==> config.mk <==
export PLATFORM = sky130hd
export DESIGN_NAME = disk_block_allocator_core
export DESIGN_NICKNAME = d
export VERILOG_FILES = /design/src/sv/dba_pkg.sv /design/src/sv/disk_block_allocator_core.sv
export SDC_FILE = /design/constraint.sdc
export NUM_CORES = 1
export LEC_CHECK = 0
export ABC_AREA = 1
export BUFFER_PORTS_ARGS = -buffer_cell sky130_fd_sc_hd__buf_2
export CORE_UTILIZATION = 40
export DETAILED_ROUTE_END_ITERATION = 10
export GPL_TIMING_DRIVEN = 0
export HOLD_SLACK_MARGIN = 0.06
export PLACE_DENSITY = 0.57
export SLEW_MARGIN = 30
export SYNTH_ARGS = -nofsm -noshare
export SYNTH_HDL_FRONTEND = slang
export SYNTH_SLANG_ARGS = --single-unit
export TNS_END_PERCENT = 1
==> constraint.sdc <==
create_clock -name clk -period 2.7 [get_ports clk]
set_input_delay 0.27 -clock clk [delete_from_list [all_inputs] [get_ports clk]]
set_output_delay 0.27 -clock clk [all_outputs]
set_load 0.02 [all_outputs]
==> src/sv/dba_pkg.sv <==
`timescale 1ns / 1ps
// Shared types and codes for the disk block allocator.
// No dependencies; imported by disk_block_allocator_core.
package dba_pkg;

	typedef enum logic [1:0] {
		METH_CONTIG  = 2'd0,
		METH_LINKED  = 2'd1,
		METH_INDEXED = 2'd2,
		METH_UNDEF   = 2'd3
	} method_t;

	typedef enum logic [1:0] {
		ST_GRANT   = 2'd0,
		ST_INVALID = 2'd1,
		ST_NOSPACE = 2'd2
	} status_t;

	typedef enum logic [2:0] {
		S_IDLE,
		S_SCAN,
		S_DECIDE,
		S_GRANT,
		S_REPORT
	} state_t;

	localparam int unsigned METHOD_W = 2;
	localparam int unsigned COUNT_W  = 7;
	localparam int unsigned NEED_W   = 8;
	localparam int unsigned BLKIDX_W = 6;

endpackage

==> src/sv/disk_block_allocator_core.sv <==
`timescale 1ns / 1ps
// Channel   Dir  tdata                   tuser                            tlast
// s_axis    in   block_count [6:0]       method [1:0]                     -
// m_axis    out  block_index [5:0]       status [1:0], is_index_block [2] last
//
// A request is accepted in S_IDLE; S_SCAN then checks the used map bit by bit as
// it rotates through a shift register, S_DECIDE decides, and S_GRANT rotates the
// map again while granting blocks.
// Failed requests emit one status from S_REPORT, entered from S_IDLE or S_DECIDE.
// Reset marks every block free. A stalled output holds the grant pass in place.
// Bitmap allocator top level; depends on dba_pkg.
module disk_block_allocator_core
	import dba_pkg::*;
#(
	parameter int unsigned NUM_BLOCKS = 64
) (
	input  logic       clk,
	input  logic       arst_n,
	input  logic       s_axis_tvalid,
	output logic       s_axis_tready,
	input  logic [7:0] s_axis_tdata,   // block_count [6:0], zero [7]
	input  logic [1:0] s_axis_tuser,   // method [1:0]
	output logic       m_axis_tvalid,
	input  logic       m_axis_tready,
	output logic [7:0] m_axis_tdata,   // block_index [5:0], zero [7:6]
	output logic [2:0] m_axis_tuser,   // status [1:0], is_index_block [2]
	output logic       m_axis_tlast
);

	localparam int unsigned IDX_W = $clog2(NUM_BLOCKS);
	localparam int unsigned CNT_W = $clog2(NUM_BLOCKS + 1);

	state_t                  state_q, state_d;
	logic [NUM_BLOCKS-1:0]   map_q;
	logic [IDX_W-1:0]        pos_q;
	logic [CNT_W-1:0]        need_q;
	logic [CNT_W-1:0]        run_q;
	logic [CNT_W-1:0]        free_q;
	logic [CNT_W-1:0]        k_q;
	logic [IDX_W-1:0]        start_q;
	logic                    found_q;
	method_t                 method_q;
	status_t                 status_q;

	logic                    out_valid_q;
	logic [BLKIDX_W-1:0]     out_idx_q;
	status_t                 out_status_q;
	logic                    out_isidx_q;
	logic                    out_last_q;

	logic                    accept;
	logic                    out_free;
	logic [NEED_W-1:0]       need_in;
	logic                    bad_in;
	logic                    big_in;
	logic                    head;
	logic                    at_end;
	logic                    grant_now;
	logic                    rotate;
	logic                    emit_grant;
	logic                    emit_status;
	logic                    alloc_ok;
	logic [CNT_W-1:0]        run_next;
	logic [IDX_W:0]          start_calc;

	assign accept    = s_axis_tvalid && s_axis_tready;
	assign out_free  = !out_valid_q || m_axis_tready;
	assign need_in   = {1'b0, s_axis_tdata[COUNT_W-1:0]}
		+ NEED_W'(s_axis_tuser == METH_INDEXED);
	assign bad_in    = (s_axis_tdata[COUNT_W-1:0] == '0) || (s_axis_tuser == METH_UNDEF);
	assign big_in    = need_in > NEED_W'(NUM_BLOCKS);
	assign head      = map_q[0];
	assign at_end    = pos_q == IDX_W'(NUM_BLOCKS - 1);
	assign run_next  = head ? '0 : run_q + 1'b1;
	assign start_calc = {1'b0, pos_q} + 1'b1 - (IDX_W + 1)'(need_q);
	assign alloc_ok  = (method_q == METH_CONTIG) ? found_q : (free_q >= need_q);
	assign grant_now = (state_q == S_GRANT) && !head && (pos_q >= start_q)
		&& (k_q < need_q);

	always_comb begin
		state_d       = state_q;
		s_axis_tready = 1'b0;
		rotate        = 1'b0;
		emit_grant    = 1'b0;
		emit_status   = 1'b0;
		case (state_q)
			S_IDLE: begin
				s_axis_tready = 1'b1;
				if (s_axis_tvalid) begin
					state_d = (bad_in || big_in) ? S_REPORT : S_SCAN;
				end
			end
			S_SCAN: begin
				rotate = 1'b1;
				if (at_end) begin
					state_d = S_DECIDE;
				end
			end
			S_DECIDE: begin
				state_d = alloc_ok ? S_GRANT : S_REPORT;
			end
			S_GRANT: begin
				if (!grant_now || out_free) begin
					rotate     = 1'b1;
					emit_grant = grant_now;
					if (at_end) begin
						state_d = S_IDLE;
					end
				end
			end
			S_REPORT: begin
				if (out_free) begin
					emit_status = 1'b1;
					state_d     = S_IDLE;
				end
			end
			default: begin
				state_d = S_IDLE;
			end
		endcase
	end

	always_ff @(posedge clk or negedge arst_n) begin
		if (!arst_n) begin
			state_q <= S_IDLE;
		end else begin
			state_q <= state_d;
		end
	end

	always_ff @(posedge clk or negedge arst_n) begin
		if (!arst_n) begin
			map_q       <= '0;
			pos_q       <= '0;
			run_q       <= '0;
			free_q      <= '0;
			k_q         <= '0;
			start_q     <= '0;
			found_q     <= 1'b0;
			out_valid_q <= 1'b0;
		end else begin
			if (accept) begin
				pos_q   <= '0;
				run_q   <= '0;
				free_q  <= '0;
				k_q     <= '0;
				start_q <= '0;
				found_q <= 1'b0;
			end
			if (rotate) begin
				map_q <= {head || grant_now, map_q[NUM_BLOCKS-1:1]};
				pos_q <= at_end ? '0 : pos_q + 1'b1;
			end
			if (state_q == S_SCAN) begin
				run_q  <= run_next;
				free_q <= free_q + CNT_W'(!head);
				if (!found_q && !head && run_next == need_q) begin
					found_q <= 1'b1;
					start_q <= start_calc[IDX_W-1:0];
				end
			end
			if (state_q == S_DECIDE && method_q != METH_CONTIG) begin
				start_q <= '0;
			end
			if (emit_grant) begin
				k_q <= k_q + 1'b1;
			end
			if (emit_grant || emit_status) begin
				out_valid_q <= 1'b1;
			end else if (m_axis_tready) begin
				out_valid_q <= 1'b0;
			end
		end
	end

	always_ff @(posedge clk) begin
		if (accept) begin
			method_q <= method_t'(s_axis_tuser);
			need_q   <= big_in ? '0 : need_in[CNT_W-1:0];
			status_q <= bad_in ? ST_INVALID : ST_NOSPACE;
		end
		if (state_q == S_DECIDE) begin
			status_q <= ST_NOSPACE;
		end
		if (emit_grant) begin
			out_idx_q    <= BLKIDX_W'(pos_q);
			out_status_q <= ST_GRANT;
			out_isidx_q  <= (method_q == METH_INDEXED) && (k_q == '0);
			out_last_q   <= k_q == need_q - 1'b1;
		end else if (emit_status) begin
			out_idx_q    <= '0;
			out_status_q <= status_q;
			out_isidx_q  <= 1'b0;
			out_last_q   <= 1'b1;
		end
	end

	assign m_axis_tvalid = out_valid_q;
	assign m_axis_tdata  = {2'b00, out_idx_q};
	assign m_axis_tuser  = {out_isidx_q, out_status_q};
	assign m_axis_tlast  = out_last_q;

`ifndef SYNTHESIS
	a_accept_leaves_idle: assert property (@(posedge clk) disable iff (!arst_n)
		accept |=> state_q != S_IDLE)
		else $error("request accepted but controller stayed idle");

	a_grant_bound: assert property (@(posedge clk) disable iff (!arst_n)
		state_q == S_GRANT |-> k_q <= need_q)
		else $error("more blocks granted than requested");

	a_failure_shape: assert property (@(posedge clk) disable iff (!arst_n)
		(m_axis_tvalid && m_axis_tuser[1:0] != ST_GRANT)
			|-> (m_axis_tlast && m_axis_tdata == 8'd0 && !m_axis_tuser[2]))
		else $error("failure result carries block data");

	a_grant_pass_done: assert property (@(posedge clk) disable iff (!arst_n)
		(state_q == S_GRANT && rotate && at_end) |-> (k_q + CNT_W'(emit_grant)) == need_q)
		else $error("grant pass ended short of the requested blocks");
`endif

endmodule
==> results by group <==
Setup path
  – Max Fanout on Critical Path: 10
  – WS Path Type: reg2reg
  – Critical Path Source Type: flip-flop
  – CP max-delay cell: edfxtp_1
  – Cells on worst reg2reg path: 8
  – Reg-to-Reg End: out_idx_q[0]$_SDFFCE_PN0P_
  – Data arrival time of the worst path: 2.65 ns
  – CP Capture Type: flip-flop
  – CP max stage delay: 0.50 ns
  – Worst R2R Setup Slack: 0.17 ns
  – Worst setup path start: need_q[5]$_SDFFCE_PP0P_
  – Worst path cell trace: inv_1, ha_1, nand2_1, o21ai_0, a21oi_2, nand4_1, clkbuf_1, nand2_2
  – Top delay family on crit path: buffers and inverters
  – Critical path buffer and inverter count: 2
  – Reg2reg start: need_q[5]$_SDFFCE_PP0P_
  – Worst endpoint required time: approximately 2.8 ns

Synthesis
  – Synthesized area: 0.00644 mm²
  – Post-synthesis register bit count: 123
  – Seq/Total Area, Yosys: between 40% and 50%
  – Post-synth cell types: between 40 and 50
  – Area leader, netlist: dfrtp_1
  – Ranking of synthesized cells by area: dfrtp_1, nand2_1, edfxtp_1
  – Ys Warns: 0
  – Post-synth EDFFs: 17
  – Synth Flop Type: dfrtp_1
  – Share of the synthesized area in the top cell type: 39.6%
  – Cells after Synth: 750
  – FFs w/ async S/R, synth: between 80% and 90%
  – Avg Cell Area, Syn: 8.59 µm²

Drt
  – 1st-iter DRT viols: 293
  – WL per Instance: 13.6 µm
  – Drt drc: 0
  – Vias: 4992
  – Vias per cell: 4.86
  – Residual antenna-violating net count after detailed routing: 0
  – Post-Route WL: approximately 14000 µm
  – Pre-Repair DR Iteration Count: 5

Final layout
  – Nets: 852
  – Inserted Diodes: 0
  – Share of layout cells above drive strength 1: roughly 12%
  – Commonest cells after routing, fill and taps aside: nand2_1, inv_1, dfrtp_1
  – P&R area growth vs syn: 16.7%
  – Most common cell after layout, fill and taps aside: nand2_1
  – Fill cells: 1470
  – Fin area: 0.00751 mm²
  – Final cell count without fillers: 1028

Clock tree
  – TritonCTS buffer count: 17
  – Clock transition at path regs: roughly 0.06 ns
  – Clock Latency Late Sink: around 0.42 ns
  – CTS tree: built
  – Clock root cell: clkbuf_16
  – CTS Buffer Depth: 2
  – CTS Sinks: 123
  – H-tree Lvls: 4

Floorplanning
  – Num rows: 46
  – Starting density of the core: slightly above 40%
  – IO Count: 28
  – Die Area: around 0.017 mm²
  – Die Span Y: 129 µm
  – Core area: ~0.016 mm²
  – DIE WIDTH: 129 µm

Power and ir drop
  – Final Power: 0.00717 W
  – Power Internal: 0.00455 W
  – Leak Pwr: 3.61 nW
  – Psw: around 0.0026 W
  – Clock network power share: 32.3%
  – Net Sw Frac: 36.5%
  – Pwr dens: around 950 mW/mm²
  – Combinational power share: 29.3%
  – Worst vdd ir: 0.000424 V
  – Seq pwr share: 38.4%

Flow run
  – Max_cap viols: 0

Placement
  – Placed cells: 992
  – Post-DP Area: 0.00687 mm²
  – Buffers on Ports: 24
  – Post-DP HPWL: approximately 10000 µm
  – Routability Congestion: 0.881

Min path
  – Hold Crit Depth: 4
  – Hold path endpoint: m_axis_tvalid$_DFFE_PN0P_
  – HP Class: in2reg
  – Worst Hold Launch: m_axis_tready

GRT
  – Initial antenna violation count: 0
  – Total track usage: 18.8%
  – Largest net degree at the start of global routing: between 60 and 70
  – Vias in the first global route: 4906
  – GRT overflow: 0
  – First-pass GRT wire length: 24100 µm

STA
  – Highest clock rate: about 0.4 GHz
  – Clock Skew: between 0.01 and 0.015 ns
  – Fin. Hold Viols: 0
  – Final Max Slew Viols: 0
  – Final setup violation count: 0
  – Tcrit/Tclk final: between 90% and 100%
  – Tmin final: 2.53 ns

Outcome
  – Run status: finished, final reports clean
-- power groups by stage --
stage | registers (W) | logic, W | clock network (W)
floorplan | 0.00276 | 0.00148 | 0
global placement | 0.00277 | 0.00204 | 0
detailed placement | 0.00278 | 0.00210 | 0
CTS | 0.00275 | 0.00213 | 0.00236
global route | 0.00282 | 0.00245 | 0.00243
finish | 0.00275 | 0.00210 | 0.00232
-- stage by stage --
step	TNS [ns]	setup slack [ns]	hold WS, ns	utilization, %
after CTS	0	0.0853	0.218	47.5
final	0	0.168	0.234	47.5
after global routing	-0.503	-0.0669	0.281	47.5
after detailed placement	-2.45	-0.306	0.210	43.4
after global placement	-2.47	-0.309	0.440	43.2
after floorplan	0	0.410	-0.0256	-
-- what timing repair did --
item / in CTS / in global routing
endpoints found under the hold margin: 40 / 0
setup buffers: 1 / 0
resized for setup: 1 / 2
setup endpoints to repair: 8 / 59
pin swaps: 1 / 0
hold buffers: 3 / 0
-- registers in the layout, indices dropped and copies added (netlist names) --
signal / cells
free_q: 7
method_q: 2
m_axis_tlast: 1
m_axis_tvalid: 1
found_q: 1
run_q: 7
state_q: 3
pos_q: 6
status_q: 2
out_status_q: 2
out_isidx_q: 1
out_idx_q: 6
start_q: 6
need_q: 7
map_q: 64
k_q: 7
-- worst min-delay path, stage by stage --
cell     delay, ns
buf_2         0.08
nor2_1        0.06
inv_1         0.11
nand3_1       0.08
-- metal layers --
layer	vias up	track usage, %	wire length, µm
met4	0	7.68	231
met3	18	2.95	427
met2	86	29.9	6450
met5	-	0	0
met1	2352	25.8	6920
li1	2536	-	-
-- cell families (layout without fill, tap and decap cells) --
group	after synthesis	in the layout	share of synthesized area, %
simple gates	303	303	20.9
mux	1	1	0.175
xor+xnor	25	25	3.52
compound gates	124	124	10.2
other cells	1	2	0.0582
flops	123	123	48.8
buf+inv	134	195	8.67
fa+ha+maj	39	39	7.69
-- layout make-up --
cell class,instances,area [µm²],area share [%]
multi-input combinational,494,2750,36.6
timing repair buffer,29,191,2.55
buffer,21,134,1.78
clock buffer,17,425,5.66
tap,216,270,3.60
clock inverter,15,178,2.36
sequential,123,3140,41.8
inverter,113,424,5.64
-- cell usage after synthesis (15+ instances only) --
cell type and number:
inv_1 109, nand4_1 16, nand2_1 177, o21ai_1 34, nand3_1 41, ha_1 38
o21ai_0 58, xor2_1 15, dfrtp_1 102, nor2_1 39, edfxtp_1 17, a21oi_1 15
-- worst max-delay path by stage --
stage                                 end  cells past startpoint
4_1_cts        out_idx_q[0]$_SDFFCE_PN0P_                      8
3_3_place_gp   out_idx_q[4]$_SDFFCE_PN0P_                      8
6_report       out_idx_q[0]$_SDFFCE_PN0P_                      8
3_5_place_dp   out_idx_q[4]$_SDFFCE_PN0P_                      8
5_1_grt        out_idx_q[0]$_SDFFCE_PN0P_                      8
2_1_floorplan  m_axis_tlast$_SDFFCE_PN1P_                      8
No activity file was read; power rests on OpenSTA's default activity.
